==> config.mk <==
export PLATFORM = sky130hd
export DESIGN_NAME = iir_direct_form2_filter
export DESIGN_NICKNAME = d
export VERILOG_FILES = /design/src/hdl/iirdf2_pkg.sv /design/src/hdl/iir_direct_form2_filter.sv
export SDC_FILE = /design/constraint.sdc
export NUM_CORES = 2
export LEC_CHECK = 0
export BUFFER_PORTS_ARGS = -buffer_cell sky130_fd_sc_hd__buf_2
export CAP_MARGIN = 10
export CORE_MARGIN = 8
export CORE_UTILIZATION = 26
export DETAILED_ROUTE_END_ITERATION = 10
export MAX_ROUTING_LAYER = met4
export PLACE_DENSITY = 0.42
export SLEW_MARGIN = 0
export SYNTH_ARGS = -nofsm -noshare
export SYNTH_HDL_FRONTEND = slang
export SYNTH_SLANG_ARGS = --single-unit
==> constraint.sdc <==
create_clock -name clk_i -period 23 [get_ports clk_i]
set_input_delay 4.6 -clock clk_i [delete_from_list [all_inputs] [get_ports clk_i]]
set_output_delay 4.6 -clock clk_i [all_outputs]
set_load 0.01 [all_outputs]
==> src/hdl/iirdf2_pkg.sv <==
// Shared types, widths and helper functions for the direct-form II IIR filter.
// No dependencies; imported by iir_direct_form2_filter.
package iirdf2_pkg;

  localparam int unsigned MaxOrder   = 4;
  localparam int unsigned DefOrder   = 4;
  localparam int unsigned SampleW    = 16;
  localparam int unsigned FracBits   = 14;
  localparam int unsigned CfgW       = 64;
  localparam int unsigned CfgIdxW    = 2;
  localparam int unsigned NodeW      = 20;
  localparam int unsigned ProdW      = NodeW + SampleW;
  localparam int unsigned AccW       = ProdW + 1;
  localparam int unsigned QuoW       = AccW - FracBits;

  typedef enum logic [CfgIdxW-1:0] {
    REG_FB_COEFS  = 2'd0,
    REG_FF_LOW    = 2'd1,
    REG_FF_TOP    = 2'd2,
    REG_NODE_GAIN = 2'd3
  } cfg_reg_e;

  typedef enum logic [5:0] {
    ST_IDLE = 6'b000001,
    ST_FB   = 6'b000010,
    ST_NODE = 6'b000100,
    ST_GAIN = 6'b001000,
    ST_FF   = 6'b010000,
    ST_DONE = 6'b100000
  } seq_state_e;

  // Divides a Q.14 accumulator by 2^14, rounding toward zero.
  function automatic logic signed [QuoW-1:0] trunc_q14(input logic signed [AccW-1:0] a);
    logic signed [AccW-1:0] sh;
    logic signed [QuoW-1:0] q;
    sh = a >>> FracBits;
    q  = sh[QuoW-1:0];
    if (a[AccW-1] && (a[FracBits-1:0] != '0)) begin
      q = q + QuoW'(1);
    end
    return q;
  endfunction

  function automatic logic signed [SampleW-1:0] sat16(input logic signed [ProdW-1:0] v);
    logic signed [SampleW-1:0] r;
    if (v > ProdW'(signed'(32767))) begin
      r = 16'sh7fff;
    end else if (v < -ProdW'(signed'(32768))) begin
      r = 16'sh8000;
    end else begin
      r = v[SampleW-1:0];
    end
    return r;
  endfunction

endpackage

==> src/hdl/iir_direct_form2_filter.sv <==
// Each input word is processed in sequence by the single shared 20x16
// multiply-accumulate unit, stepping through ORDER feedback taps, the node
// gain and ORDER+1 feedforward taps; a new word is accepted only after the
// result of the last one is loaded. Input ready is high only while idle.
// Reset is asynchronous and active low; it clears the coefficient registers,
// node gain, delay line, sequencer and output valid.
module iir_direct_form2_filter
  import iirdf2_pkg::*;
#(
  parameter int unsigned ORDER = DefOrder
) (
  input  logic                      clk_i,
  input  logic                      rst_ni,
  input  logic                      cfg_we_i,
  input  logic [CfgIdxW-1:0]        cfg_idx_i,
  input  logic [CfgW-1:0]           cfg_data_i,
  input  logic                      sample_in_valid_i,
  output logic                      sample_in_ready_o,
  input  logic signed [SampleW-1:0] sample_in_i,
  output logic                      result_valid_o,
  input  logic                      result_ready_i,
  output logic signed [SampleW-1:0] sample_out_o,
  output logic signed [SampleW-1:0] node_value_o,
  output logic signed [SampleW-1:0] oldest_delay_o
);

  localparam int unsigned CntW = $clog2(ORDER + 2);

  seq_state_e state_q, state_d;
  logic [CntW-1:0] cnt_q, cnt_d;
  logic signed [AccW-1:0] acc_q, acc_d;
  logic signed [NodeW-1:0] trunc_q, trunc_d;
  logic signed [SampleW-1:0] node_q, node_d;
  logic signed [SampleW-1:0] oldest_q, oldest_d;
  logic signed [SampleW-1:0] delay_q [ORDER];

  logic [CfgW-1:0] fb_coefs_q;
  logic [CfgW-1:0] ff_low_q;
  logic signed [SampleW-1:0] ff_top_q;
  logic signed [SampleW-1:0] gain_q;

  logic signed [SampleW-1:0] coef_a [MaxOrder];
  logic signed [SampleW-1:0] coef_b [MaxOrder+1];

  logic signed [NodeW-1:0] op_a;
  logic signed [SampleW-1:0] op_b;
  logic signed [ProdW-1:0] prod;
  logic signed [AccW-1:0] prod_ext;
  logic use_gain;
  logic out_load;
  logic out_valid_q, out_valid_d;

  always_comb begin
    for (int k = 0; k < MaxOrder; k++) begin
      coef_a[k] = fb_coefs_q[k*SampleW +: SampleW];
      coef_b[k] = ff_low_q[k*SampleW +: SampleW];
    end
    coef_b[MaxOrder] = ff_top_q;
  end

  always_ff @(posedge clk_i or negedge rst_ni) begin
    if (!rst_ni) begin
      fb_coefs_q <= '0;
      ff_low_q   <= '0;
      ff_top_q   <= '0;
      gain_q     <= '0;
    end else if (cfg_we_i) begin
      case (cfg_reg_e'(cfg_idx_i))
        REG_FB_COEFS:  fb_coefs_q <= cfg_data_i;
        REG_FF_LOW:    ff_low_q   <= cfg_data_i;
        REG_FF_TOP:    ff_top_q   <= cfg_data_i[SampleW-1:0];
        REG_NODE_GAIN: gain_q     <= cfg_data_i[SampleW-1:0];
        default: ;
      endcase
    end
  end

  assign use_gain = (gain_q < -16'sd1) || (gain_q > 16'sd1);

  // Operand selection for the shared multiplier.
  always_comb begin
    op_a = trunc_q;
    op_b = gain_q;
    case (state_q)
      ST_FB: begin
        for (int k = 0; k < ORDER; k++) begin
          if (cnt_q == CntW'(k)) begin
            op_a = NodeW'(delay_q[k]);
            op_b = coef_a[k];
          end
        end
      end
      ST_FF: begin
        op_a = NodeW'(node_q);
        op_b = coef_b[0];
        for (int k = 1; k <= ORDER; k++) begin
          if (cnt_q == CntW'(k)) begin
            op_a = NodeW'(delay_q[k-1]);
            op_b = coef_b[k];
          end
        end
      end
      default: ;
    endcase
  end

  assign prod     = op_a * op_b;
  assign prod_ext = AccW'(prod);

  assign sample_in_ready_o = (state_q == ST_IDLE);
  assign out_load          = (state_q == ST_DONE) && (!out_valid_q || result_ready_i);

  always_comb begin
    state_d     = state_q;
    cnt_d       = cnt_q;
    acc_d       = acc_q;
    trunc_d     = trunc_q;
    node_d      = node_q;
    oldest_d    = oldest_q;
    out_valid_d = out_valid_q && !result_ready_i;
    case (state_q)
      ST_IDLE: begin
        if (sample_in_valid_i) begin
          acc_d    = AccW'(sample_in_i) <<< FracBits;
          oldest_d = delay_q[ORDER-1];
          cnt_d    = '0;
          state_d  = ST_FB;
        end
      end
      ST_FB: begin
        acc_d = acc_q - prod_ext;
        cnt_d = cnt_q + CntW'(1);
        if (cnt_q == CntW'(ORDER - 1)) begin
          state_d = ST_NODE;
        end
      end
      ST_NODE: begin
        trunc_d = NodeW'(trunc_q14(acc_q));
        state_d = ST_GAIN;
      end
      ST_GAIN: begin
        node_d  = use_gain ? sat16(prod) : sat16(ProdW'(trunc_q));
        acc_d   = '0;
        cnt_d   = '0;
        state_d = ST_FF;
      end
      ST_FF: begin
        acc_d = acc_q + prod_ext;
        cnt_d = cnt_q + CntW'(1);
        if (cnt_q == CntW'(ORDER)) begin
          state_d = ST_DONE;
        end
      end
      ST_DONE: begin
        if (out_load) begin
          out_valid_d = 1'b1;
          state_d     = ST_IDLE;
        end
      end
      default: state_d = ST_IDLE;
    endcase
  end

  always_ff @(posedge clk_i or negedge rst_ni) begin
    if (!rst_ni) begin
      state_q     <= ST_IDLE;
      cnt_q       <= '0;
      out_valid_q <= 1'b0;
      for (int k = 0; k < ORDER; k++) begin
        delay_q[k] <= '0;
      end
    end else begin
      state_q     <= state_d;
      cnt_q       <= cnt_d;
      out_valid_q <= out_valid_d;
      if (out_load) begin
        delay_q[0] <= node_q;
        for (int k = 1; k < ORDER; k++) begin
          delay_q[k] <= delay_q[k-1];
        end
      end
    end
  end

  always_ff @(posedge clk_i) begin
    acc_q    <= acc_d;
    trunc_q  <= trunc_d;
    node_q   <= node_d;
    oldest_q <= oldest_d;
    if (out_load) begin
      sample_out_o   <= sat16(ProdW'(trunc_q14(acc_q)));
      node_value_o   <= node_q;
      oldest_delay_o <= oldest_q;
    end
  end

  assign result_valid_o = out_valid_q;

  a_state_onehot: assert property (@(posedge clk_i) disable iff (!rst_ni)
    $onehot(state_q))
    else $error("sequencer state is not one-hot");

  a_cnt_range: assert property (@(posedge clk_i) disable iff (!rst_ni)
    cnt_q <= CntW'(ORDER + 1))
    else $error("tap counter out of range");

  a_busy_after_accept: assert property (@(posedge clk_i) disable iff (!rst_ni)
    (sample_in_valid_i && sample_in_ready_o) |=> (!sample_in_ready_o && state_q == ST_FB))
    else $error("input accepted but sequencer did not start");

  a_load_gives_valid: assert property (@(posedge clk_i) disable iff (!rst_ni)
    out_load |=> (result_valid_o && sample_in_ready_o))
    else $error("result load did not raise valid and return to idle");

endmodule

# Word level (Yosys, flattened, before mapping)
# Index checks and enable logic that the tools add are counted.
# Widths: inputs -> output; s select.
[classes] reduce_logical=21 mux=37 n_mul=1 n_addsub=4 eq_ne=17 order_cmp=8
[ops] op="$mux 16" n=14
[ops] op="$mux 20" n=8
[ops] op="$pmux 37 s4" n=1
[ops] op="$mux 23" n=2
[ops] op="$pmux 20 s2" n=1
[ops] op="$add 37x36->37" n=1
[ops] op="$mux 37" n=1
[ops] op="$sub 37x36->37" n=1
[ops] op="$gt 36x16->1 const B" n=1
[ops] op="$lt 36x16->1 const B" n=1
[ops] op="$mul 20x16->36" n=1
[ops] op="$pmux 6 s6" n=1
[ops] op="$pmux 16 s2" n=1
[ops] op="$mux 6" n=4
[ops] op="$add 23x2->23 const B" n=1
[ops] op="$gt 23x16->1 const B" n=1
[ops] op="$lt 23x16->1 const B" n=1
[ops] op="$gt 20x16->1 const B" n=1
[ops] op="$lt 20x16->1 const B" n=1
[ops] op="$gt 16x2->1 const B" n=1
[ops] op="$lt 16x1->1 const B" n=1
[ops] op="$reduce_and 2->1" n=7
[ops] op="$reduce_bool 14->1" n=1
[ops] op="$pmux 3 s3" n=1
[ops] op="24 further kinds" n=34
[word_totals] reg_bits=371 wordCells=106 in_bits=87 output_inout_bits=50

# Depth between registers and ports, before layout
[depth] depth_word=11 depth_mapped=52 depth_no_buf=47

# Worst setup path before layout
# Ideal clock, no wire load.
[synth_path] path_type="register -> register" startpoint="register cnt_q[1]" endpoint="register acc_q[36] (data pin)" synth_period_minus_slack_ns=10.846 path_slack_ns=12.154 setup_time_ns=0.165 stages_incl_launch_ff=47 n_path_buf=6 t_arrival_ns=10.682 required_time_ns=22.835 cell_sequence="dfrtp_1 > inv_1 > ha_1 > clkbuf_1 > nor2b_1 > clkbuf_1 > clkbuf_1 > buf_1 > nor2_1 > a21oi_1 > o21ai_0 > nand2_1 > nand2_1 > a21oi_1 > clkbuf_1 > nor2_1 > fa_1 > inv_1 > [11 not listed] > nand3_1 > a211oi_1 > nor2_1 > xnor2_1 > nor4_2 > nor4b_2 > nor2_1 > xor2_1 > ha_1 > and4_1 > and2_1 > inv_1 > a211oi_1 > nor2_1 > a211o_2 > o41a_1 > and3_1 > o31ai_2"
[synth_between] elab_chain_cells=9 elab_cells_between_ends=27 cone_classes="2 x add/sub; 1 x mul; 4 x eq/ne; 19 x mux; 1 x reduce/logical"
[synth_rtl] item="from (decl)" line_no="iir_direct_form2_filter.sv:30" source="logic [CntW-1:0] cnt_q, cnt_d;"
[synth_rtl] item="from (signal assigned)" line_no="iir_direct_form2_filter.sv:174" source="cnt_q <= cnt_d;"
[synth_rtl] item="$eq 3x1->1 / $logic_not 3->1 (equally long branches)" line_no="iir_direct_form2_filter.sv:87, iir_direct_form2_filter.sv:97"
[synth_rtl] item="$mux 20, or another cell as far along (4 in series)" line_no="iir_direct_form2_filter.sv:97" source="if (cnt_q == CntW'(k)) begin"
[synth_rtl] item="$pmux 20 s2 / $pmux 16 s2 (equally long branches)" line_no="iir_direct_form2_filter.sv:84" source="case (state_q)"
[synth_rtl] item="$mul 20x16->36 (*)" line_no="iir_direct_form2_filter.sv:107" source="assign prod = op_a * op_b;"
[synth_rtl] item="$add 37x36->37 / $sub 37x36->37 (equally long branches)" line_no="iir_direct_form2_filter.sv:148, iir_direct_form2_filter.sv:131"
[synth_rtl] item="$pmux 37 s4 (*)" line_no="iir_direct_form2_filter.sv:121" source="case (state_q)"
[synth_rtl] item="net acc_d[36]" line_no="iir_direct_form2_filter.sv:31" source="logic signed [AccW-1:0] acc_q, acc_d;"
[synth_rtl] item="to (signal assigned)" line_no="iir_direct_form2_filter.sv:186" source="acc_q <= acc_d;"
[synth_rtl] item="to (decl)" line_no="iir_direct_form2_filter.sv:31"
# The timed path passes the listed nets; every way through them passes the cells marked *.
# A chain may end at the register's enable or synchronous reset.

# Worst setup path after layout
[layout_path] startpoint="register cnt_q[2]" endpoint="register acc_q[36] (data pin)"
# The elaborated chain is that of the path after synthesis.

==> impl_metrics.json <==
{
  "cts_sinks": 371,
  "cts_inserted_buffers": 46,
  "layout-drive-gt1-share_pct": 14.98,
  "drc": 0,
  "ys.flop_type": "dfrtp_1",
  "place_hpwl_mm": 82.13,
  "crit_path_max_fanout": 22,
  "cp_top_family": "adder cells",
  "antenna_found_initial": 5,
  "holdWs_ns": 0.4150,
  "grt_use_total_pct": 16.19,
  "crit_buf_inv": 7,
  "netlist_area_mm2": 0.03212,
  "io_buffers": 136,
  "die-area_mm2": 0.1350,
  "cap_violations": 0,
  "cts_resized": 0,
  "core_area_mm2": 0.1232,
  "via_per_inst": 4.778,
  "hold_buffers": 0,
  "vias": 24500,
  "syn-mean-instance-area_um2": 9.530,
  "cts.path.max_buffers": 3,
  "synth_cells": 3370,
  "die_y_um": 367.5,
  "critical_path_arrival_ns": 13.21,
  "crit_path_frequent_cell": "fa_1",
  "h-tree-depth": 2,
  "ys_warn_count": 0,
  "fin_crit_sh_pct": 55.63,
  "first_pass_iters": 6,
  "syn_to_final_growth_pct": 12.96,
  "r2r_setup_slack_ns": 10.21,
  "hold_end": "oldest_delay_o[12]",
  "required_ns": 23.41,
  "hold_class": "register to register",
  "regToRegEndpoint": "acc_q[36]",
  "drt-initial-drc-count": 1647,
  "fillers": 13020,
  "async_flop_share_pct": 63.07,
  "final_nets": 3992,
  "synth-edff-count": 137,
  "fp-row-count": 129,
  "grt_start_max_net_pins": 101,
  "reg2reg_from": "cnt_q[2]",
  "critPathKind": "register to register",
  "period_needed_ns": 12.79,
  "syn_nets": 3911,
  "wirelength_mm": 107.4,
  "clock_skew_ns": 0.02039,
  "io_pins": 137,
  "gp_congestion": 0.8900,
  "relSlewSlack_pct": 21.79,
  "gr-total-overflow": 0,
  "cp-end-kind": "register",
  "antenna_left": 0,
  "worstMarginPinSlew_ns": 1.173,
  "ff2ff_path_depth": 42,
  "hold_start": "oldest_q[12]",
  "fmax_mhz": 78.16,
  "floorplan.initialDensity_pct": 26.08,
  "slowest_delay_ns": 0.93,
  "wl_per_cell_um": 20.95,
  "clk_latency_ns": 0.59,
  "final-setup-viol-count": 0,
  "ys_seq_area_share_pct": 31.05,
  "hold_depth": 0,
  "cts.clk_slew.worst_paths_ns": 0.05,
  "synth_seq_cells": 371,
  "grt_pass1_vias": 25520,
  "die_w_um": 367.5,
  "rsz0062_at_grt": "false",
  "finalMaxSlewViolations": 0,
  "cts_tree": "yes",
  "hold_violations": 0,
  "synth_cell_types": 108,
  "cp-start-kind": "register",
  "status": "finished, final reports clean",
  "grt_pass1_wl_mm": 165.5,
  "tns_ns": 0,
  "cts_setup_buffers": 0,
  "cp_slowest_cell": "a21oi_1",
  "root_buffer": "clkbuf_16"
}
[cell usage after synthesis, drive strengths merged (11+ instances only)]
cell	n	share of area (%)
a21oi	176	2.8
ha	135	5.3
nor2	306	3.6
mux2i	33	1.0
nand2	495	5.8
o31ai	11	0.27
a21o	39	0.93
nand4	16	0.33
a31oi	18	0.35
buf	28	0.41
o21a	13	0.31
nor4	18	0.44
mux2	161	5.6
nor2b	17	0.35
a311oi	19	0.54
nor3	24	0.39
o211ai	19	0.46
clkbuf	133	1.7
o21bai	11	0.26
or2	25	0.49
xor2	43	1.2
edfxtp	137	13
nand3	43	0.69
fa	319	20
a211oi	22	0.53
dfrtp	233	18
o21ai	133	2.1
a221oi	16	0.44
xnor2	75	2.1
and3	17	0.34
nand2b	42	0.82
and2	18	0.36
inv	433	5.1
[logic make-up (layout without fill, tap and decap cells)]
family                     Yosys count  after routing  synth area share (%)
muxes                              194            194                 6.673
DFF                                371            371                 31.05
xor gates and xnor gates           118            118                 3.241
AOI/OAI and AO/OA                  567            567                 11.85
other                                0              5                     0
and+or+nand+nor                   1071           1071                 14.92
adders and majority gates          454            454                 25.14
buffers and inverters              595            710                 7.129
[per-layer routing]
metal | GRT usage, % | vias up | share of wire, %
met1 | 23.50 | 12460 | 50
met4 | 2.832 | 0 | 1.8
met3 | 2.360 | 96 | 5.2
met5 | - | - | 0
met2 | 24.15 | 586 | 43
li1 | - | 11350 | -
[stage by stage]
step / worst slack [ns] / area, um^2 / util [%] / std cells
floorplan: 12.15 / 32120 / - / 3370
global placement: 10.30 / 34760 / 28.22 / 5038
detailed placement: 10.35 / 34760 / 28.22 / 5038
CTS: 10.26 / 36250 / 29.44 / 5120
global route: 9.367 / 36270 / 29.45 / 5124
finish: 10.21 / 36280 / 29.46 / 5127
[sequential cells by signal, indices dropped and copies added, names as in the netlist]
register and count:
node_q 16, state_q 6, oldest_q 16, node_value_o 16, oldest_delay_o 16, trunc_q 20
sample_out_o 16, gain_q 16, ff_top_q 16, delay_q 64, result_valid_o 1, acc_q 37
ff_low_q 64, cnt_q 3, fb_coefs_q 64
[worst reg2reg max path, delay by kind of cell, from the launching register on]
| kind | cells | cell delay (ns) |
|---|---|---|
| xor+xnor | 2 | 0.59 |
| compound gates | 14 | 3.65 |
| mux | 1 | 0.25 |
| fa+ha+maj | 8 | 3.97 |
| flops | 1 | 0.60 |
| buf+inv | 7 | 1.15 |
| simple gates | 10 | 2.43 |
[worst max path at each step]
| stage | startpoint | endpoint | slack, ns | depth (start not counted) |
|---|---|---|---|---|
| final | cnt_q[2] | acc_q[36] | 10.21 | 42 |
| after global routing | cnt_q[1] | acc_q[36] | 9.37 | 43 |
| after CTS | cnt_q[1] | acc_q[36] | 10.26 | 44 |
| after detailed placement | cnt_q[2] | acc_q[36] | 10.35 | 42 |
| after global placement | cnt_q[1] | acc_q[36] | 10.30 | 44 |
| after floorplan | cnt_q[1] | acc_q[36] | 12.15 | 46 |
[layout make-up]
class | count | area (um^2) | area share (%)
timing repair buffer | 194 | 1126 | 3.104
multi-input combinational | 2404 | 20000 | 55.11
tap | 1637 | 2048 | 5.645
clock buffer | 65 | 1345 | 3.707
clock inverter | 17 | 151.4 | 0.4173
inverter | 434 | 1632 | 4.497
sequential | 371 | 9971 | 27.48
antenna | 5 | 12.51 | 0.03449
[cell usage in the layout, fill, tap and decap left out, types with 121 or more instances in the layout]
cell / netlist / final
nor2_1: 306 / 306
dfrtp_1: 233 / 233
o21ai_0: 122 / 121
buf_2: 8 / 135
mux2_2: 161 / 161
fa_1: 319 / 319
inv_1: 433 / 432
ha_1: 135 / 134
edfxtp_1: 137 / 137
nand2_1: 495 / 492
a21oi_1: 171 / 169
Power is not shown: default switching activity piles up to over one toggle a cycle in this logic, so the estimate is an artifact.
